**src/kslseq_pkg.sv**
```systemverilog
// Package for the keyboard status lamp sequencer: item, result and register types,
// register reset values, lamp bit positions and the breathing table.
// No dependencies.
package kslseq_pkg;

  // Configuration register indexes
  typedef enum logic [2:0] {
    CfgPowerOffTicks    = 3'd0,
    CfgPairArmTicks     = 3'd1,
    CfgPairTimeoutTicks = 3'd2,
    CfgStatusDivider    = 3'd3,
    CfgBootDisplay      = 3'd4,
    CfgLowBatteryPct    = 3'd5,
    CfgCritBatteryPct   = 3'd6
  } cfg_reg_e;

  localparam int CfgAddrW = 3;
  localparam int CfgDataW = 12;

  typedef enum logic [1:0] {
    HaltRun     = 2'd0,
    HaltManual  = 2'd1,
    HaltBattery = 2'd2
  } halt_e;

  // Lamp bit positions in the stored lamp word
  localparam int LampBt    = 0;
  localparam int LampRed   = 1;
  localparam int LampGreen = 2;
  localparam int LampMute  = 3;
  localparam int LampMic   = 4;
  localparam int LampW     = 5;

  localparam logic [7:0]  PowerOffTicksRst    = 8'd100;
  localparam logic [7:0]  PairArmTicksRst     = 8'd25;
  localparam logic [11:0] PairTimeoutTicksRst = 12'd1125;
  localparam logic [3:0]  StatusDividerRst    = 4'd6;
  localparam logic [6:0]  BootDisplayRst      = 7'd10;
  localparam logic [6:0]  LowBatteryPctRst    = 7'd10;
  localparam logic [6:0]  CritBatteryPctRst   = 7'd2;

  localparam logic [6:0] DutyFull      = 7'd100;
  localparam logic [6:0] PeriodsMax    = 7'd127;
  localparam logic [7:0] CountMax      = 8'd255;

  localparam int BreathStepsDefault = 50;
  localparam int BreathRomDepth     = 64;
  localparam int BreathRomIdxW      = 6;

  typedef struct packed {
    logic       power_key_down;
    logic       fn_layer_held;
    logic       link_up;
    logic [6:0] battery_level;
    logic       usb_power;
    logic       device_idle;
    logic       charger_busy;
    logic       mute_key_press;
    logic       mic_key_press;
  } item_t;

  typedef struct packed {
    logic       bt_lamp;
    logic       red_lamp;
    logic       green_lamp;
    logic       mute_lamp;
    logic       mic_lamp;
    logic [6:0] power_duty;
    logic [1:0] shutdown_code;
    logic       pairing_on;
    logic       clear_bonds;
  } result_t;

  typedef struct packed {
    logic [7:0]  power_off_ticks;
    logic [7:0]  pair_arm_ticks;
    logic [11:0] pair_timeout_ticks;
    logic [3:0]  status_divider;
    logic [6:0]  boot_display_periods;
    logic [6:0]  low_battery_pct;
    logic [6:0]  critical_battery_pct;
  } cfg_t;

  // Breathing curve; entries past the defined steps are dark
  function automatic logic [6:0] breath_duty(input logic [BreathRomIdxW-1:0] idx);
    logic [6:0] duty;
    case (idx)
      6'd1:    duty = 7'd2;
      6'd2:    duty = 7'd8;
      6'd3:    duty = 7'd18;
      6'd4:    duty = 7'd32;
      6'd5:    duty = 7'd50;
      6'd6:    duty = 7'd68;
      6'd7:    duty = 7'd82;
      6'd8:    duty = 7'd92;
      6'd9:    duty = 7'd98;
      6'd10:   duty = 7'd100;
      6'd11:   duty = 7'd98;
      6'd12:   duty = 7'd92;
      6'd13:   duty = 7'd82;
      6'd14:   duty = 7'd68;
      6'd15:   duty = 7'd50;
      6'd16:   duty = 7'd32;
      6'd17:   duty = 7'd18;
      6'd18:   duty = 7'd8;
      6'd19:   duty = 7'd2;
      default: duty = 7'd0;
    endcase
    return duty;
  endfunction

endpackage

```
**src/kslseq_if.sv**
```systemverilog
// Handshake channels of the keyboard status lamp sequencer: tick items, results
// and configuration writes. Depends on kslseq_pkg.

interface kslseq_item_if;
  logic                 valid;
  logic                 ready;
  kslseq_pkg::item_t    item;
  modport source (output valid, output item, input ready);
  modport sink   (input valid, input item, output ready);
endinterface

interface kslseq_result_if;
  logic                 valid;
  logic                 ready;
  kslseq_pkg::result_t  result;
  modport source (output valid, output result, input ready);
  modport sink   (input valid, input result, output ready);
endinterface

interface kslseq_cfg_if;
  logic                                valid;
  logic                                ready;
  logic [kslseq_pkg::CfgAddrW-1:0]     addr;
  logic [kslseq_pkg::CfgDataW-1:0]     wdata;
  modport source (output valid, output addr, output wdata, input ready);
  modport sink   (input valid, input addr, input wdata, output ready);
endinterface

```
**src/kslseq_step.sv**
```systemverilog
// Per-tick state update of the lamp sequencer: shutdown checks, pairing machine,
// breathing index and status lamp refresh. Depends on kslseq_pkg.
module kslseq_step #(
  parameter int BreathSteps = kslseq_pkg::BreathStepsDefault
) (
  input  logic                clk_i,
  input  logic                rst_ni,
  input  logic                adv_i,
  input  kslseq_pkg::cfg_t    cfg_i,
  input  kslseq_pkg::item_t   item_i,
  output kslseq_pkg::result_t res_o
);

  localparam int IdxW = (BreathSteps > 1) ? $clog2(BreathSteps) : 1;
  localparam logic [IdxW-1:0] IdxLast = IdxW'(BreathSteps - 1);

  logic [7:0]              press_q, press_d;
  logic                    pair_q, pair_d;
  logic [7:0]              arm_q, arm_d;
  logic [11:0]             tmo_q, tmo_d;
  logic                    pair_last_q, pair_last_d;
  logic                    blink_q, blink_d;
  logic                    toggle_q, toggle_d;
  logic [3:0]              phase_q, phase_d;
  logic [6:0]              periods_q, periods_d;
  logic [IdxW-1:0]         idx_q, idx_d;
  logic [kslseq_pkg::LampW-1:0] lamp_q, lamp_d;
  kslseq_pkg::halt_e       halt_q, halt_d;

  logic [6:0] duty;
  logic       bonds;
  logic [3:0] div;
  logic       low;

  always_comb begin
    press_d     = press_q;
    pair_d      = pair_q;
    arm_d       = arm_q;
    tmo_d       = tmo_q;
    pair_last_d = pair_last_q;
    blink_d     = blink_q;
    toggle_d    = toggle_q;
    phase_d     = phase_q;
    periods_d   = periods_q;
    idx_d       = idx_q;
    lamp_d      = lamp_q;
    halt_d      = halt_q;
    duty        = '0;
    bonds       = 1'b0;
    div         = (cfg_i.status_divider == 4'd0) ? 4'd1 : cfg_i.status_divider;
    low         = item_i.battery_level < cfg_i.low_battery_pct;

    if (halt_q == kslseq_pkg::HaltRun) begin
      if (item_i.mute_key_press) lamp_d[kslseq_pkg::LampMute] = ~lamp_d[kslseq_pkg::LampMute];
      if (item_i.mic_key_press)  lamp_d[kslseq_pkg::LampMic]  = ~lamp_d[kslseq_pkg::LampMic];
      if (item_i.power_key_down) begin
        if (press_q != kslseq_pkg::CountMax) press_d = press_q + 8'd1;
        if (press_d >= cfg_i.power_off_ticks) halt_d = kslseq_pkg::HaltManual;
      end else begin
        press_d = '0;
      end
      if (halt_d == kslseq_pkg::HaltRun && !item_i.usb_power &&
          item_i.battery_level < cfg_i.critical_battery_pct) begin
        halt_d = kslseq_pkg::HaltBattery;
      end
    end

    if (halt_d != kslseq_pkg::HaltRun) begin
      lamp_d = '0;
      pair_d = 1'b0;
    end else begin
      // pairing machine
      if (!pair_q) begin
        if (item_i.fn_layer_held && item_i.power_key_down) begin
          if (arm_q == 8'd0) begin
            arm_d = 8'd1;
          end else if (arm_q >= cfg_i.pair_arm_ticks) begin
            pair_d = 1'b1;
            bonds  = 1'b1;
            tmo_d  = cfg_i.pair_timeout_ticks;
            arm_d  = '0;
          end else if (arm_q != kslseq_pkg::CountMax) begin
            arm_d = arm_q + 8'd1;
          end
        end else begin
          arm_d = '0;
        end
      end else begin
        if (tmo_q != 12'd0) tmo_d = tmo_q - 12'd1;
        if (item_i.link_up || tmo_d == 12'd0) pair_d = 1'b0;
      end

      if (pair_last_q && !pair_d) begin
        lamp_d[kslseq_pkg::LampMute] = 1'b0;
        lamp_d[kslseq_pkg::LampMic]  = 1'b0;
      end
      pair_last_d = pair_d;

      if (pair_d) begin
        blink_d = ~blink_q;
        lamp_d[kslseq_pkg::LampBt]   = blink_d;
        lamp_d[kslseq_pkg::LampMute] = blink_d;
        lamp_d[kslseq_pkg::LampMic]  = blink_d;
        duty  = blink_d ? kslseq_pkg::DutyFull : 7'd0;
        idx_d = '0;
      end else begin
        duty  = kslseq_pkg::breath_duty(kslseq_pkg::BreathRomIdxW'(idx_q));
        idx_d = (idx_q == IdxLast) ? '0 : idx_q + IdxW'(1);
      end

      // status lamps refresh at each divider period start unless pairing
      phase_d = (phase_q >= div) ? 4'd0 : phase_q;
      if (phase_d == 4'd0 && !pair_d) begin
        if (item_i.device_idle)  lamp_d[kslseq_pkg::LampBt] = 1'b0;
        else if (item_i.link_up) lamp_d[kslseq_pkg::LampBt] = 1'b1;
        else                     lamp_d[kslseq_pkg::LampBt] = toggle_q;

        if (item_i.usb_power) begin
          lamp_d[kslseq_pkg::LampRed]   = item_i.charger_busy;
          lamp_d[kslseq_pkg::LampGreen] = ~item_i.charger_busy;
        end else if (periods_q < cfg_i.boot_display_periods && !item_i.device_idle) begin
          lamp_d[kslseq_pkg::LampRed]   = low;
          lamp_d[kslseq_pkg::LampGreen] = ~low;
        end else begin
          lamp_d[kslseq_pkg::LampRed]   = 1'b0;
          lamp_d[kslseq_pkg::LampGreen] = 1'b0;
        end
        toggle_d = ~toggle_q;
      end
      phase_d = phase_d + 4'd1;
      if (phase_d >= div) begin
        phase_d = 4'd0;
        if (periods_q != kslseq_pkg::PeriodsMax) periods_d = periods_q + 7'd1;
      end
    end
  end

  always_comb begin
    res_o               = '0;
    res_o.shutdown_code = halt_d;
    if (halt_d == kslseq_pkg::HaltRun) begin
      res_o.bt_lamp    = lamp_d[kslseq_pkg::LampBt];
      res_o.red_lamp   = lamp_d[kslseq_pkg::LampRed];
      res_o.green_lamp = lamp_d[kslseq_pkg::LampGreen];
      res_o.mute_lamp  = lamp_d[kslseq_pkg::LampMute];
      res_o.mic_lamp   = lamp_d[kslseq_pkg::LampMic];
      res_o.power_duty = duty;
      res_o.pairing_on = pair_d;
      res_o.clear_bonds = bonds;
    end
  end

  always_ff @(posedge clk_i or negedge rst_ni) begin
    if (!rst_ni) begin
      press_q     <= '0;
      pair_q      <= 1'b0;
      arm_q       <= '0;
      tmo_q       <= '0;
      pair_last_q <= 1'b0;
      blink_q     <= 1'b0;
      toggle_q    <= 1'b0;
      phase_q     <= '0;
      periods_q   <= '0;
      idx_q       <= '0;
      lamp_q      <= '0;
      halt_q      <= kslseq_pkg::HaltRun;
    end else if (adv_i) begin
      press_q     <= press_d;
      pair_q      <= pair_d;
      arm_q       <= arm_d;
      tmo_q       <= tmo_d;
      pair_last_q <= pair_last_d;
      blink_q     <= blink_d;
      toggle_q    <= toggle_d;
      phase_q     <= phase_d;
      periods_q   <= periods_d;
      idx_q       <= idx_d;
      lamp_q      <= lamp_d;
      halt_q      <= halt_d;
    end
  end

`ifndef NO_ASSERTIONS
  // a shutdown never clears short of reset
  a_halt_latched: assert property (@(posedge clk_i) disable iff (!rst_ni)
    halt_q != kslseq_pkg::HaltRun |=> halt_q == $past(halt_q))
    else $error("shutdown code changed after latching");

  // pairing only entered with a bond clear on the same tick
  a_pair_entry: assert property (@(posedge clk_i) disable iff (!rst_ni)
    adv_i && !pair_q && pair_d |-> bonds)
    else $error("pairing entered without clear_bonds");

  // breathing index stays inside the table
  a_idx_range: assert property (@(posedge clk_i) disable iff (!rst_ni)
    idx_q <= IdxLast)
    else $error("breathing index out of range");
`endif

endmodule

```
**src/keyboard_status_led_sequencer_core.sv**
```systemverilog
// Top level of the keyboard status lamp sequencer: channels, configuration
// registers and the input and result registers.
// Depends on kslseq_pkg, kslseq_if and kslseq_step.
//
// Usage: send one item on in_i per 80 ms tick with the key, link, battery and
// supply levels. Each item gives exactly one result on out_o with the lamp
// states, the power LED duty in percent, the shutdown code, pairing status and
// the one-tick clear_bonds pulse.
// Configuration writes go on cfg_i (addr is the register index, wdata the value);
// cfg_i.ready is always high. Write registers only while no item is in flight.
// Path: an accepted item waits in the input register; its result enters the
// result register unless that register is still held by a stalled result.
// Throughput: one item per cycle while out_o.ready is high; the state update
// is one pass of logic between the input register and the result register.
// Stall: while out_o.ready is low the result holds; one more item is taken into
// the input register, then in_i.ready drops until the result moves on.
// Reset: all lamps off, counters cleared, registers at their default values,
// shutdown code running. A shutdown holds until the next reset.
module keyboard_status_led_sequencer_core #(
  parameter int BreathSteps = kslseq_pkg::BreathStepsDefault
) (
  input  logic             clk_i,
  input  logic             rst_ni,
  kslseq_item_if.sink      in_i,
  kslseq_result_if.source  out_o,
  kslseq_cfg_if.sink       cfg_i
);

  kslseq_pkg::cfg_t    cfg_q;
  kslseq_pkg::item_t   item_q;
  kslseq_pkg::result_t step_res;
  kslseq_pkg::result_t res_q;
  logic                s1_valid_q, s1_valid_d;
  logic                out_valid_q, out_valid_d;
  logic                out_adv;
  logic                s1_adv;
  logic                in_acc;

  assign cfg_i.ready = 1'b1;

  always_ff @(posedge clk_i or negedge rst_ni) begin
    if (!rst_ni) begin
      cfg_q.power_off_ticks      <= kslseq_pkg::PowerOffTicksRst;
      cfg_q.pair_arm_ticks       <= kslseq_pkg::PairArmTicksRst;
      cfg_q.pair_timeout_ticks   <= kslseq_pkg::PairTimeoutTicksRst;
      cfg_q.status_divider       <= kslseq_pkg::StatusDividerRst;
      cfg_q.boot_display_periods <= kslseq_pkg::BootDisplayRst;
      cfg_q.low_battery_pct      <= kslseq_pkg::LowBatteryPctRst;
      cfg_q.critical_battery_pct <= kslseq_pkg::CritBatteryPctRst;
    end else if (cfg_i.valid) begin
      unique case (cfg_i.addr)
        kslseq_pkg::CfgPowerOffTicks:    cfg_q.power_off_ticks      <= cfg_i.wdata[7:0];
        kslseq_pkg::CfgPairArmTicks:     cfg_q.pair_arm_ticks       <= cfg_i.wdata[7:0];
        kslseq_pkg::CfgPairTimeoutTicks: cfg_q.pair_timeout_ticks   <= cfg_i.wdata;
        kslseq_pkg::CfgStatusDivider:    cfg_q.status_divider       <= cfg_i.wdata[3:0];
        kslseq_pkg::CfgBootDisplay:      cfg_q.boot_display_periods <= cfg_i.wdata[6:0];
        kslseq_pkg::CfgLowBatteryPct:    cfg_q.low_battery_pct      <= cfg_i.wdata[6:0];
        kslseq_pkg::CfgCritBatteryPct:   cfg_q.critical_battery_pct <= cfg_i.wdata[6:0];
        default: ;
      endcase
    end
  end

  // two-stage flow: input register, then result register
  assign out_adv    = !out_valid_q || out_o.ready;
  assign s1_adv     = s1_valid_q && out_adv;
  assign in_i.ready = !s1_valid_q || out_adv;
  assign in_acc     = in_i.valid && in_i.ready;

  always_comb begin
    s1_valid_d = s1_valid_q;
    if (in_acc)      s1_valid_d = 1'b1;
    else if (s1_adv) s1_valid_d = 1'b0;
    out_valid_d = out_valid_q;
    if (s1_adv)           out_valid_d = 1'b1;
    else if (out_o.ready) out_valid_d = 1'b0;
  end

  always_ff @(posedge clk_i or negedge rst_ni) begin
    if (!rst_ni) begin
      s1_valid_q  <= 1'b0;
      out_valid_q <= 1'b0;
    end else begin
      s1_valid_q  <= s1_valid_d;
      out_valid_q <= out_valid_d;
    end
  end

  always_ff @(posedge clk_i) begin
    if (in_acc) item_q <= in_i.item;
    if (s1_adv) res_q  <= step_res;
  end

  kslseq_step #(
    .BreathSteps(BreathSteps)
  ) u_step (
    .clk_i  (clk_i),
    .rst_ni (rst_ni),
    .adv_i  (s1_adv),
    .cfg_i  (cfg_q),
    .item_i (item_q),
    .res_o  (step_res)
  );

  assign out_o.valid  = out_valid_q;
  assign out_o.result = res_q;

`ifndef NO_ASSERTIONS
  // a shutdown result shows everything dark
  a_halt_dark: assert property (@(posedge clk_i) disable iff (!rst_ni)
    out_valid_q && res_q.shutdown_code != kslseq_pkg::HaltRun |->
      !res_q.bt_lamp && !res_q.red_lamp && !res_q.green_lamp && !res_q.mute_lamp &&
      !res_q.mic_lamp && res_q.power_duty == 7'd0 && !res_q.pairing_on)
    else $error("lamp lit during shutdown");

  a_bonds_pairing: assert property (@(posedge clk_i) disable iff (!rst_ni)
    out_valid_q && res_q.clear_bonds |-> res_q.pairing_on)
    else $error("clear_bonds without pairing");

  // a waiting item stays in the input register until the result register frees
  a_s1_hold: assert property (@(posedge clk_i) disable iff (!rst_ni)
    s1_valid_q && !out_adv |=> s1_valid_q && $stable(item_q))
    else $error("input register lost an item");
`endif

endmodule

```
**src/flat_wrapper.sv**
```systemverilog
// flat-port wrapper written by rule: the top's interface ports become plain ports
module keyboard_status_led_sequencer_core_flat 
#(
  parameter int BreathSteps = kslseq_pkg::BreathStepsDefault
)
  (clk_i, rst_ni, in_i_valid, in_i_item, in_i_ready, out_o_valid, out_o_result, out_o_ready, cfg_i_valid, cfg_i_addr, cfg_i_wdata, cfg_i_ready);
  kslseq_item_if in_i_i ();
  kslseq_result_if out_o_i ();
  kslseq_cfg_if cfg_i_i ();
  input  logic clk_i;
  input  logic rst_ni;
  input wire logic [$bits(in_i_i.valid)-1:0] in_i_valid;
  input wire logic [$bits(in_i_i.item)-1:0] in_i_item;
  output wire logic [$bits(in_i_i.ready)-1:0] in_i_ready;
  output wire logic [$bits(out_o_i.valid)-1:0] out_o_valid;
  output wire logic [$bits(out_o_i.result)-1:0] out_o_result;
  input wire logic [$bits(out_o_i.ready)-1:0] out_o_ready;
  input wire logic [$bits(cfg_i_i.valid)-1:0] cfg_i_valid;
  input wire logic [$bits(cfg_i_i.addr)-1:0] cfg_i_addr;
  input wire logic [$bits(cfg_i_i.wdata)-1:0] cfg_i_wdata;
  output wire logic [$bits(cfg_i_i.ready)-1:0] cfg_i_ready;
  assign in_i_i.valid = in_i_valid;
  assign in_i_i.item = in_i_item;
  assign in_i_ready = in_i_i.ready;
  assign out_o_valid = out_o_i.valid;
  assign out_o_result = out_o_i.result;
  assign out_o_i.ready = out_o_ready;
  assign cfg_i_i.valid = cfg_i_valid;
  assign cfg_i_i.addr = cfg_i_addr;
  assign cfg_i_i.wdata = cfg_i_wdata;
  assign cfg_i_ready = cfg_i_i.ready;
  keyboard_status_led_sequencer_core #(.BreathSteps(BreathSteps)) u_core (.clk_i(clk_i), .rst_ni(rst_ni), .in_i(in_i_i), .out_o(out_o_i), .cfg_i(cfg_i_i));
endmodule
```
**config.mk**
```make
export PLATFORM = sky130hd
export DESIGN_NAME = keyboard_status_led_sequencer_core_flat
export DESIGN_NICKNAME = d
export VERILOG_FILES = /design/src/kslseq_pkg.sv /design/src/kslseq_if.sv /design/src/kslseq_step.sv /design/src/keyboard_status_led_sequencer_core.sv /design/src/flat_wrapper.sv
export SDC_FILE = /design/constraint.sdc
export NUM_CORES = 1
export LEC_CHECK = 0
export BUFFER_PORTS_ARGS = -buffer_cell sky130_fd_sc_hd__buf_2
export CORE_MARGIN = 5
export CORE_UTILIZATION = 63
export CTS_BUF_LIST = sky130_fd_sc_hd__clkbuf_4
export CTS_CLUSTER_SIZE = 16
export DETAILED_ROUTE_END_ITERATION = 10
export MAX_ROUTING_LAYER = met4
export PLACE_DENSITY_LB_ADDON = 0.08
export SETUP_SLACK_MARGIN = 0.05
export SLEW_MARGIN = 25
export SYNTH_ARGS = -nofsm -noshare
export SYNTH_HDL_FRONTEND = slang
export SYNTH_HIERARCHICAL = 1
export SYNTH_SLANG_ARGS = --single-unit
```
**constraint.sdc**
```tcl
create_clock -name clk_i -period 4.35 [get_ports clk_i]
set_input_delay 0.87 -clock clk_i [delete_from_list [all_inputs] [get_ports clk_i]]
set_output_delay 0.87 -clock clk_i [all_outputs]
set_load 0.01 [all_outputs]
```
Word-level counts from Yosys, hierarchy flattened --
Memories as Yosys holds them, arrays and structs flattened. Index checks and enable logic that the tools add are counted.
Storage, ports and cells: bits in registers 142, ROM bits 192, output and inout bits 19, memories 1
Memories:
- (no name shown) | depth 32, width 6, rd ports 1, clocked after Yosys merged registers in 0, write ports 0, RTL line kslseq_pkg.sv:87 | case (idx)
Cells by class: add/subtract/negate cells 6, order comparisons 7, equal/unequal tests 12, multiplexer cells 51, bitwise logic cells 9, reductions and logical operators 46
Operator list (count):
- two-way mux 12 bit | 7
- two-way mux 8 bit | 8
- < comparator 7 bit | 3
- two-way mux 7 bit | 3
- two-way mux 2 bit | 10
- AND reduction 2 bit | 9
- adder 8 x 1 -> 8 bit (second input constant) | 2
- greater-or-equal comparator 8 bit | 2
- two-way mux 1 bit | 16
- inequality test 8 bit (second input constant) | 2
- zero test 12 bit | 1
- two-way mux 4 bit | 3
- two-way mux 6 bit | 2
- nonzero test 12 bit | 1
- subtractor 12 x 1 -> 12 bit (second input constant) | 1
- nonzero test 2 bit | 5
- equality test 3 bit (second input constant) | 3
- inverter 1 bit | 9
- greater-or-equal comparator 4 bit | 2
- logical AND 1 bit | 8
- zero test 4 bit | 2
- zero test 8 bit | 1
- AND reduction 4 bit | 2
- adder 7 x 1 -> 7 bit (second input constant) | 1
- other kinds (18) | 28

Depth between registers and ports, before layout --
Gate-level depths: netlist of run 1.
depth in word-level cells 25, mapped depth 17, mapped depth without buffers 17

By module --
Netlist of run 1, hierarchy kept.
Modules (own cells, without submodules):
- kslseq_step | times used 1, cells an instance 597, area an instance 4795.8 um^2, seq. area each 1401.3 um^2
- keyboard_status_led_sequencer_core | times used 1, cells an instance 158, area an instance 3081.7 um^2, seq. area each 2329.7 um^2

Least setup slack after synthesis of run 1 --
No wires, ideal clock.
path kind reg2reg, from reg u_core/cfg_q[23] in the netlist's numbering, to reg u_core.u_step.periods_q[1], data arrival time 3.488 ns, required time 4.225 ns, slack 0.737 ns, cell stages (with the launch flop) 16, clock period less this slack 3.613 ns, cells stage by stage dfstp_2 inv_1 a31o_2 ha_1 nand2b_1 a21o_1 a21o_1 a21oi_1 nand2_1 ha_1 ha_1 a21o_1 a21o_1 a21oi_1 a211oi_2 mux2_2
Between the ends: word-level cells in the longest chain between the ends 7
RTL lines:
- start: declaration | RTL line keyboard_status_led_sequencer_core.sv:29 | kslseq_pkg::cfg_t cfg_q;
- zero test 4 bit | RTL line kslseq_step.sv:50 | div = (cfg_i.status_divider == 4'd0) ? 4'd1 : cfg_i.status_divider;
- two-way mux 4 bit * | RTL line kslseq_step.sv:50
- greater-or-equal comparator 4 bit | RTL line kslseq_step.sv:112 | phase_d = (phase_q >= div) ? 4'd0 : phase_q;
- two-way mux 4 bit | RTL line kslseq_step.sv:112
- adder 4 x 1 -> 4 bit | RTL line kslseq_step.sv:130 | phase_d = phase_d + 4'd1;
- greater-or-equal comparator 4 bit * | RTL line kslseq_step.sv:131 | if (phase_d >= div) begin
- AND reduction 4 bit (no source line) *
- end signal: assignment | RTL line kslseq_step.sv:176 | periods_q <= periods_d;
- end: declaration | RTL line kslseq_step.sv:25 | logic [6:0] periods_q, periods_d;
Every way passes the cells marked *; elsewhere a longest branch is shown, timed or not. A chain may end at the register's enable or synchronous reset.

Worst setup path in the final report of run 1 --
from reg u_core.u_step.press_q[0], to reg u_core.u_step.idx_q[2]
Between the ends: word-level cells in the longest chain between the ends 16
RTL lines:
- start: declaration | RTL line kslseq_step.sv:17 | logic [7:0] press_q, press_d;
- start signal: assignment | RTL line kslseq_step.sv:168 | press_q <= press_d;
- adder 8 x 1 -> 8 bit or inequality test 8 bit (tied branches) | RTL line kslseq_step.sv:57 | if (press_q != kslseq_pkg::CountMax) press_d = press_q + 8'd1;
- two-way mux 8 bit * | RTL line kslseq_step.sv:57
- two-way mux 8 bit * | RTL line kslseq_step.sv:56 | if (item_i.power_key_down) begin
- two-way mux 8 bit * | RTL line kslseq_step.sv:53 | if (halt_q == kslseq_pkg::HaltRun) begin
- greater-or-equal comparator 8 bit * | RTL line kslseq_step.sv:58 | if (press_d >= cfg_i.power_off_ticks) halt_d = kslseq_pkg::HaltManual;
- two-way mux 2 bit * | RTL line kslseq_step.sv:58
- two-way mux 2 bit * | RTL line kslseq_step.sv:56
- two-way mux 2 bit * | RTL line kslseq_step.sv:53
- zero test 2 bit | RTL line kslseq_step.sv:62 | if (halt_d == kslseq_pkg::HaltRun && !item_i.usb_power &&
- logical AND 1 bit (2 in series) | RTL line kslseq_step.sv:62
- two-way mux 2 bit * | RTL line kslseq_step.sv:62
- two-way mux 2 bit * | RTL line kslseq_step.sv:53
- nonzero test 2 bit * | RTL line kslseq_step.sv:68 | if (halt_d != kslseq_pkg::HaltRun) begin
- inverter 1 bit (no source line) *
- AND reduction 2 bit (no source line) *
- end signal: assignment | RTL line kslseq_step.sv:177 | idx_q <= idx_d;
- end: declaration | RTL line kslseq_step.sv:26 | logic [IdxW-1:0] idx_q, idx_d;
Every way passes the cells marked *; elsewhere a longest branch is shown, timed or not. The select of a mux whose other input is x is not followed.

==> impl_metrics.toml, run 1 <==
[final_layout]
multi_input_area_um2 = 3810
area_growth_pct = 8.99
nFillCells = 951
regArea_um2 = 3730
finalNetCount = 893
antenna_cells = 0
drive_gt1_share_pct = 22.7

[drt]
highest_layer = "met4"
vias = 5823
drc_errors = 0
drt_iter0_drc = 467
wl_met1_mm = 7.47
drtAntennaViolNets = 0
wl_per_cell_um = 17.4
met2_length_mm = 8.48
dr_wl_met3_um = 754
wl_mm = 17.1
viasPerCell = 5.92
dr.pass1.iters = 5

[worst_setup_path]
crit_path_end_kind = "flop"
crit_family = "simple AND/OR/NAND/NOR gates"
regToRegEndpoint = "u_core/u_step/idx_q[2]$_DFFE_PN0P_"
r2r_cells = 15
path_max_fanout = 12
r2r-start = "u_core/u_step/press_q[0]$_DFFE_PN0P_"
critPathArrivalTime_ps = 4470
startpoint_type = "flop"
worst_ep_required_time_ps = 4850
crit_buf_inv = 0
reg2reg_slack_ps = 380
crit_slowest_cell = "or4b_2"
crit_type = "reg -> reg"
slowest_delay_ps = 650
worstPathCellList = "ha_1 > nand2_1 > nor2_1 > and3_1 > nor2_1 > nand3_1 > xnor2_1 > ha_1 > a21o_1 > a211oi_1 > o211ai_1 > a211o_2 > or4b_2 > a21oi_1 > a21o_1"

[die]
die_w_um = 122
rows = 40
start_util_pct = 65.0
die_area_um2 = 14800
ios = 54
core_area_um2 = 12100
die_h_um = 122

[timing]
tns_ps = 0
fmax_mhz = 252
min_period_over_period_pct = 91.3
fin_skew_ps = 19.3
finalHoldViolCount = 0
period_needed_ps = 3970
worst_slew_pin_slew_ps = 888
drv_slew = 0
maxSlewHeadroom_pct = 40.8
setup_viol = 0
rsz0062_at_grt = "no"

[clock_tree]
clkTransAtPathRegs_ps = 110
cts_tree = "done"
root_buffer = "clkbuf_4"
htree_levels = 4
cts_buffer_depth = 2
cts_buffers = 17
clkSinkCount = 142
post_cts_buffers = 0
clock_latency_ps = 560

[global_route]
grt_pass1_wl_mm = 28.3
overflow = 0
grt_use_total_pct = 25.2
grt_max_degree = 86
grt_pass1_vias = 5780
antenna_found_initial = 0

[yosys]
async_flop_share_pct = 78.2
synthFlopType = "dfrtp_1"
synth.mux.area_fraction_pct = 8.66
synth_edf_count = 31
synth_compound_area_share_pct = 13.8
yosysSeqAreaShare_pct = 47.4
synth-warning-count = 6
syn_inst = 755
synthSimpleGateAreaFrac_pct = 15.3
synth_top_family_by_area = "simple AND/OR/NAND/NOR gates"
synth_xor_area_share_pct = 1.67
syn-num-nets = 845
synth_area_um2 = 7880
yosysUniqueCellTypes = 68
syn_avg_cell_area_um2 = 10.4
ys_ff_latch = 142
yosys.area_share.adder_pct = 8.74

[placed_design]
gp_congestion = 0.881
dpl.hpwl_mm = 12.3
port_buffers = 52

[power_and_ir_drop]
power_mw = 2.96
irDropWorstVdd_mv = 0.284
p_per_area_nw_per_um2 = 345
p_leak_nw = 3.96

[flow_run]
max_cap_violations = 0

[run_status]
status = "complete, no violations"

[min_path]
hp-class = "in -> async"
logic make-up after synthesis:
group	after synthesis
AND/OR/NAND/NOR	236
AO/OA/AOI/OAI	158
flip-flops	142
buffers and inverters	86
multiplexers	61
adder cells (fa/ha/maj)	55
XOR/XNOR	15
other	2
metal layers:
metal / track usage, % / vias to the layer above
li1: - / 2800
met1: 31.2 / 2836
met2: 41.1 / 161
met3: 5.06 / 26
met4: 9.66 / 0
met5: - / -
registers in the layout, summed over array words and instances, names as in the netlist, 2 cells and up:
name                     count
u_core/u_step/phase_q        4
u_core/item_q               15
u_core/u_step/press_q        8
u_core/u_step/tmo_q         12
u_core/u_step/halt_q         2
u_core/u_step/periods_q      7
u_core/u_step/arm_q          8
u_core/out_o.result         16
u_core/u_step/lamp_q         5
u_core/u_step/idx_q          6
u_core/cfg_q                53
worst max-delay path by stage:
stage	start	to	slack, ps	depth (start not counted)
after global routing	u_core/u_step/press_q[0]$_DFFE_PN0P_	u_core/u_step/arm_q[5]$_DFFE_PN0P_	90	15
after floorplan	u_core/cfg_q[23]$_DFFE_PN1P_	u_core/u_step/periods_q[1]$_DFFE_PN0P_	740	15
final	u_core/u_step/press_q[0]$_DFFE_PN0P_	u_core/u_step/idx_q[2]$_DFFE_PN0P_	380	15
after global placement	u_core/u_step/press_q[0]$_DFFE_PN0P_	u_core/u_step/idx_q[2]$_DFFE_PN0P_	540	15
after CTS	u_core/u_step/press_q[0]$_DFFE_PN0P_	u_core/u_step/idx_q[2]$_DFFE_PN0P_	370	15
after detailed placement	u_core/u_step/press_q[0]$_DFFE_PN0P_	u_core/u_step/periods_q[1]$_DFFE_PN0P_	410	14
cell usage after synthesis, types with 3 or more instances:
cell	instances	area, um2
mux2_2	57	642
a211oi_2	3	37.5
nand4_1	4	25.0
or2_2	3	18.8
xor2_1	5	43.8
buf_4	4	30.0
nand4b_1	3	26.3
a31oi_1	5	31.3
and2_1	5	31.3
a32o_1	3	30.0
o31a_1	3	26.3
a22o_1	3	26.3
nor4_1	3	18.8
nand3_1	24	120
a221o_1	5	50.1
o21a_1	4	30.0
nor2_1	55	206
edfxtp_1	31	931
nor3_1	11	55.1
a211oi_1	4	30.0
or3_1	8	50.1
buf_2	8	40.0
clkbuf_1	17	63.8
nand3b_1	3	22.5
a31o_2	3	26.3
xnor2_1	10	87.6
nand2_1	68	255
a21oi_1	28	140
mux2i_1	4	40.0
dfrtp_1	93	2330
o31ai_1	5	37.5
inv_1	55	206
a21o_1	22	165
or4_1	5	37.5
and3_1	11	68.8
o21ai_0	44	220
dfstp_2	18	473
nand2b_1	19	119
ha_1	55	688
worst reg2reg max path: stages (launching register included):
cell and delay, ps:
dfrtp_1 470, ha_1 270, nand2_1 140, nor2_1 80, and3_1 240, nor2_1 120, nand3_1 150, xnor2_1 160
ha_1 290, a21o_1 190, a211oi_1 230, o211ai_1 220, a211o_2 470, or4b_2 650, a21oi_1 160, a21o_1 100
what timing repair did:
| action | CTS | global route |
|---|---|---|
| gates resized for setup | 0 | 2 |
| hold buffers | 0 | 0 |
| hold endpoints to repair | 0 | 0 |
| endpoints found under the setup margin | 0 | 4 |
layout by cell type, fill, tap and decap left out, types with 4 or more instances in the layout:
master / n
xor2_1: 5
o21ai_0: 43
o21a_1: 4
a211oi_1: 4
ha_1: 55
and2_1: 5
buf_2: 51
or4_1: 5
dfstp_2: 18
nand2b_1: 19
nand2_1: 68
a21oi_1: 28
xnor2_1: 10
nor3_1: 11
dfrtp_1: 93
mux2_2: 57
nor2_1: 55
a21o_1: 22
a221o_1: 5
a31oi_1: 5
edfxtp_1: 31
clkbuf_4: 19
and3_1: 11
nand4_1: 4
or3_1: 8
mux2i_1: 4
o31ai_1: 5
buf_4: 8
nand3_1: 24
inv_1: 55
final cells by class:
class                      count  area share (%)
tap                          168            2.45
timing repair buffer          60            3.80
sequential                   142            43.5
clock inverter                13            1.88
clock buffer                  19            1.66
inverter                      55            2.40
multi-input combinational    527            44.3
stage by stage:
stage | worst slack [ps] | instance area, um2 | std cells | util [%] | hold slack (ps)
floorplan | 737 | 7880 | 755 | - | 446
global placement | 535 | 8270 | 952 | 68.3 | 457
detailed placement | 411 | 8270 | 952 | 68.3 | 475
CTS | 367 | 8570 | 984 | 70.8 | 432
global route | 89.4 | 8590 | 984 | 70.9 | 353
finish | 379 | 8590 | 984 | 70.9 | 350
report_power, final:
part	total [mW]	leakage [nW]	internal, mW	switching (mW)
clock	0.910	0.158	0.414	0.496
combinational	0.464	2.12	0.220	0.243
sequential	1.59	1.68	1.52	0.0707
total	2.96	3.96	2.15	0.810
Power figures use the tool's default switching activity.
==> inputs of run 2 (changes only) <==
--- a/config.mk
+++ b/config.mk
@@ -5,12 +5,12 @@
 export SDC_FILE = /design/constraint.sdc
 export NUM_CORES = 1
 export LEC_CHECK = 0
-export BUFFER_PORTS_ARGS = -buffer_cell sky130_fd_sc_hd__buf_2
 export CORE_MARGIN = 5
-export CORE_UTILIZATION = 63
+export CORE_UTILIZATION = 55
 export CTS_BUF_LIST = sky130_fd_sc_hd__clkbuf_4
 export CTS_CLUSTER_SIZE = 16
 export DETAILED_ROUTE_END_ITERATION = 10
+export DONT_BUFFER_PORTS = 1
 export MAX_ROUTING_LAYER = met4
 export PLACE_DENSITY_LB_ADDON = 0.08
 export SETUP_SLACK_MARGIN = 0.05
==> run 2 against run 1 <==
Against the previous run:
- combinational power fell by 11%
- wire length barely moved
- register-to-register slack barely moved
==> impl_metrics.toml, run 2 (synthesis gave the netlist of run 1 again) <==
[power_and_ir_drop]
power_mw = 2.83
clock_power_share_pct = 28.9
p_sw_mw = 0.754
p_int_mw = 2.07
switching_share_pct = 26.7
power_frac_comb_pct = 14.7
irDropWorstVdd_mv = 0.213
p_seq_share_pct = 56.4
p_leak_nw = 3.76
p_per_area_nw_per_um2 = 339

[timing]
hold_slack_ps = 171
worst_slew_pin_slew_ps = 895
finalHoldViolCount = 0
maxSlewHeadroom_pct = 40.4
fin_ws_ps = 375
fin_skew_ps = 20.6
tns_ps = 0
fmax_mhz = 252
min_period_over_period_pct = 91.4
period_needed_ps = 3970
setup_viol = 0
drv_slew = 0
rsz0062_at_grt = "no"

[drt]
wl_per_cell_um = 18.1
drc_errors = 0
wl_mm = 17.1
dr.pass1.iters = 5
drt_iter0_drc = 440
viasPerCell = 5.99
vias = 5668
drtAntennaViolNets = 0

[final_layout]
mostFrequentLayoutCells = "dfrtp_1, nand2_1, mux2_2"
nFillCells = 1195
antenna_cells = 0
stdcell_area_um2 = 8320
finalNetCount = 843
largest_register = "u_core/cfg_q"
fin_util_pct = 59.5
area_growth_pct = 5.67
layout_commonest_cell = "dfrtp_1"
drive_gt1_share_pct = 17.5
largest_reg_flops = 53
stdcell_count = 946

[clock_tree]
clock_latency_ps = 540
root_buffer = "clkbuf_4"
cts_buffer_depth = 2
htree_levels = 4
ctsHoldBuffers = 1
post_cts_buffers = 0
clkTransAtPathRegs_ps = 120
cts_tree = "done"
clkSinkCount = 142
cts_resized = 0
cts_buffers = 17

[placed_design]
gp_congestion = 0.897
pre_cts_ws_ps = 412
dpl.hpwl_mm = 12.1
placed_cell_area_um2 = 8030
port_buffers = 0
dp_cells = 913

[die]
die_area_um2 = 16800
die_h_um = 130
core_area_um2 = 14000
ios = 54
die_w_um = 130
rows = 43
start_util_pct = 56.3

[global_route]
grt_pass1_vias = 5838
grt_pass1_wl_mm = 28.8
overflow = 0
grt_max_degree = 94
antenna_found_initial = 0
grt_use_total_pct = 22.5

[run_status]
status = "complete, no violations"

[worst_setup_path]
worstPathCellList = "ha_1 > nand2_1 > nor2_1 > and3_1 > nor2_1 > nand3_1 > xnor2_1 > ha_1 > a21o_1 > a211oi_1 > o211ai_1 > a211o_1 > or4b_2 > a21oi_1 > a21o_1"
cp-startpoint = "u_core/u_step/press_q[0]$_DFFE_PN0P_"
path_max_fanout = 11
critPathArrivalTime_ps = 4440
slowest_delay_ps = 660
crit_family = "simple AND/OR/NAND/NOR gates"
crit_path_end_kind = "flop"
crit_buf_inv = 0
reg2reg_slack_ps = 380
worst_ep_required_time_ps = 4820
crit_type = "reg -> reg"
startpoint_type = "flop"
crit_slowest_cell = "or4b_2"
r2r-start = "u_core/u_step/press_q[0]$_DFFE_PN0P_"

[flow_run]
max_cap_violations = 0

[min_path]
hp-class = "in -> async"
==> run 2: cell count changes in the layout (fill, tap and decap cells not counted) <==
cell,change
clkinv_2,+7
a211o_2,-1
buf_2,-51
inv_6,-1
clkinvlp_4,-3
buf_16,+1
bufinv_16,-1
a211o_1,+1
a211oi_2,+1
clkinv_4,+1
buf_6,-1
a211oi_4,-1
inv_4,-3
buf_4,+1
==> run 2: final timing paths <==
kind                                                       end  cells after the start
max reg2reg                 u_core/u_step/idx_q[2]$_DFFE_PN0P_                     15
max                         u_core/u_step/idx_q[2]$_DFFE_PN0P_                     15
min reg2reg                 u_core/u_step/toggle_q$_DFFE_PN0P_                      1
min                               u_core/cfg_q[10]$_DFFE_PN1P_                      0
max in group asynchronous  u_core/u_step/lamp_q[0]$_DFFE_PN0P_                      1
min in group clk_i                  u_core/item_q[5]$_DFFE_PP_                      0
==> run 2: per-layer routing <==
metal  track usage (%)  vias to the layer above  routed length [um]
met1              29.1                     2835                7770
li1                  -                     2701                   -
met4              5.87                        0                 179
met3              4.99                       17                 577
met5                 -                        -                   0
met2              36.1                      115                8550
==> run 2: power by group through the flow <==
stage	combinational, mW	sequential, mW	clock (mW)
2_1_floorplan	0.323	1.59	0
3_3_place_gp	0.375	1.62	0
4_1_cts	0.419	1.59	0.848
3_5_place_dp	0.395	1.62	0
6_report	0.415	1.59	0.817
5_1_grt	0.475	1.61	0.920
==> run 2: final cells by class <==
type	count	area, um2	area share [%]
well taps	180	225	2.71
flip-flops and latches	142	3730	44.8
multi-input cells	527	3800	45.6
clock inverters	13	125	1.50
repair buffers	10	95.1	1.14
clock buffers	19	143	1.71
inverters	55	206	2.48
==> inputs of run 3 (changes only) <==
--- a/config.mk
+++ b/config.mk
@@ -5,6 +5,7 @@
 export SDC_FILE = /design/constraint.sdc
 export NUM_CORES = 1
 export LEC_CHECK = 0
+export ABC_AREA = 1
 export CORE_MARGIN = 5
 export CORE_UTILIZATION = 55
 export CTS_BUF_LIST = sky130_fd_sc_hd__clkbuf_4
@@ -17,5 +18,4 @@
 export SLEW_MARGIN = 25
 export SYNTH_ARGS = -nofsm -noshare
 export SYNTH_HDL_FRONTEND = slang
-export SYNTH_HIERARCHICAL = 1
 export SYNTH_SLANG_ARGS = --single-unit
==> run 3 against run 2 <==
Against the previous run:
- sequential share of layout area is 0.072 points lower
- worst hold slack worse by 49 ps
- critical path type unchanged
- critical path depth is 7 higher
==> impl_metrics.toml, run 3 <==
[final_layout]
nFillCells = 1238
largest_register = "u_core.cfg_q"
mostFrequentLayoutCells = "nand2_1, inv_1, o21ai_0"
finalNetCount = 1018
largest_reg_flops = 53
area_growth_pct = 6.24
drive_gt1_share_pct = 9.78
layout_commonest_cell = "nand2_1"

[drt]
wl_mm = 16.7
drc_errors = 0
wl_per_cell_um = 14.9
viasPerCell = 5.32
drt_iter0_drc = 347
vias = 5973
drtAntennaViolNets = 0
dr.pass1.iters = 5

[yosys]
syn_inst = 922
synthFlopType = "dfrtp_1"
netlist_top_cells_count = "nand2_1, inv_1, o21ai_0"
yosysSeqAreaShare_pct = 47.5
synth-warning-count = 0
async_flop_share_pct = 78.7
syn_avg_cell_area_um2 = 8.44
synth.most_common_cell = "nand2_1"
synth_area_um2 = 7780
synth_top_area_share_pct = 29.9
yosysTopAreaCell = "dfrtp_1"
synth_edf_count = 30
yosysUniqueCellTypes = 47
syn-num-nets = 1012
synth_area_leaders = "dfrtp_1, edfxtp_1, nand2_1"
ys_ff_latch = 141

[die]
start_util_pct = 56.1
die_h_um = 129
ios = 54
core_area_um2 = 13900
rows = 43
die_w_um = 129
die_area_um2 = 16600

[clock_tree]
cts_buffers = 17
htree_levels = 4
cts_buffer_depth = 2
clock_latency_ps = 580
root_buffer = "clkbuf_4"
clkSinkCount = 141
cts_tree = "done"
clkTransAtPathRegs_ps = 130

[global_route]
overflow = 0
grt_max_degree = 94
antenna_found_initial = 1
grt_pass1_wl_mm = 28.1
grt_pass1_vias = 5894
grt_use_total_pct = 22.1

[placed_design]
port_buffers = 0
pre_cts_ws_ps = 239
dpl.hpwl_mm = 11.9
gp_congestion = 0.921

[timing]
tns_ps = 0
min_period_over_period_pct = 87.0
rsz0062_at_grt = "no"
finalHoldViolCount = 0
period_needed_ps = 3790
fmax_mhz = 264
drv_slew = 0
fin_skew_ps = 22.2
maxSlewHeadroom_pct = 53.9
worst_slew_pin_slew_ps = 688
setup_viol = 0
fin_ws_ps = 565

[power_and_ir_drop]
irDropWorstVdd_mv = 0.270
p_leak_nw = 3.89
p_per_area_nw_per_um2 = 354

[worst_setup_path]
worstPathCellList = "ha_1 > inv_1 > nor3_1 > inv_1 > nor3_1 > inv_1 > nor2_1 > inv_1 > nand3_1 > xor2_1 > inv_1 > ha_1 > a21oi_1 > o21a_1 > nand3_1 > a21oi_1 > nand3_1 > inv_1 > nand2_2 > nor2_2 > nand2_1 > nand2_1"
reg2reg_slack_ps = 560
critPathArrivalTime_ps = 4310
crit_type = "reg -> reg"
path_max_fanout = 6
r2r_cells = 22
regToRegEndpoint = "u_core.u_step.lamp_q[3]$_DFFE_PN0P_"
startpoint_type = "flop"
crit_path_end_kind = "flop"
worst_ep_required_time_ps = 4880
r2r-start = "u_core.u_step.press_q[0]$_DFFE_PN0P_"
slowest_delay_ps = 430
crit_cells = 22
crit_family = "simple AND/OR/NAND/NOR gates"
crit_slowest_cell = "dfrtp_1"
crit_top_cell = "inv_1"
crit_buf_inv = 6

[min_path]
hp-class = "in -> async"

[flow_run]
max_cap_violations = 0

[run_status]
status = "complete, no violations"
[run 3: cell families after synthesis]
group	share of synthesized area (%)
other cells	0.0965
buf+inv	7.76
fa+ha+maj	8.84
xor+xnor	2.03
simple gates	21.5
mux	0.579
compound gates	11.7
flops	47.5
[run 3: how the worst max path moves through the flow]
stage                                               from  slack, ps                                  end
global route        u_core.u_step.press_q[0]$_DFFE_PN0P_         90  u_core.u_step.lamp_q[3]$_DFFE_PN0P_
finish              u_core.u_step.press_q[0]$_DFFE_PN0P_        560  u_core.u_step.lamp_q[3]$_DFFE_PN0P_
floorplan           u_core.u_step.press_q[0]$_DFFE_PN0P_       1000  u_core.u_step.tmo_q[10]$_DFFE_PN0P_
global placement    u_core.u_step.press_q[0]$_DFFE_PN0P_        470   u_core.u_step.tmo_q[7]$_DFFE_PN0P_
CTS                 u_core.u_step.press_q[0]$_DFFE_PN0P_        210   u_core.u_step.tmo_q[6]$_DFFE_PN0P_
detailed placement  u_core.u_step.press_q[0]$_DFFE_PN0P_        240   u_core.u_step.tmo_q[6]$_DFFE_PN0P_
[run 3: stage by stage]
stage / instances / instance area (um2) / hold WS (ps) / power [mW] / util [%]
6_report: 1122 / 8270 / 122 / 2.93 / 59.6
5_1_grt: 1122 / 8270 / 48.8 / 3.12 / 59.6
4_1_cts: 1119 / 8250 / 88.1 / 2.95 / 59.4
3_5_place_dp: 1086 / 7940 / 466 / 2.08 / 57.2
3_3_place_gp: 1086 / 7940 / 462 / 2.05 / 57.2
2_1_floorplan: 922 / 7780 / 443 / 1.95 / -
[run 3: layer usage]
layer | GRT usage [%] | up-vias | part of all wire, %
met5 | - | - | 0
met4 | 6.42 | 0 | 1.4
met3 | 5.23 | 21 | 3.2
met2 | 35.1 | 103 | 49
met1 | 28.4 | 2818 | 46
li1 | - | 3031 | -
[run 3: cell type report]
class / count / area, um2 / area share [%]
timing repair buffer: 5 / 57.6 / 0.696
inverter: 136 / 510 / 6.17
antenna: 1 / 2.50 / 0.0303
clock buffer: 19 / 143 / 1.72
multi-input combinational: 627 / 3490 / 42.2
tap: 180 / 225 / 2.72
clock inverter: 13 / 140 / 1.69
sequential: 141 / 3700 / 44.8
[run 3: worst register-to-register path, cell delays in order, from the launching register on]
cell and delay [ps]:
dfrtp_1 430, ha_1 210, inv_1 50, nor3_1 220, inv_1 90, nor3_1 210
inv_1 90, nor2_1 160, inv_1 130, nand3_1 100, xor2_1 180, inv_1 60
ha_1 280, a21oi_1 170, o21a_1 140, nand3_1 100, a21oi_1 230, nand3_1 260
inv_1 240, nand2_2 130, nor2_2 130, nand2_1 60, nand2_1 70
[run 3: what timing repair did]
action,in CTS,in global routing
resized for setup,0,1
setup buffers,0,1
setup endpoints to repair,0,39
hold buffers,1,0
endpoints found under the hold margin,93,0
[run 3: power by group]
part	internal (mW)	switching, mW
sequential	1.50	0.0734
clock	0.356	0.502
combinational	0.180	0.317
total	2.03	0.893
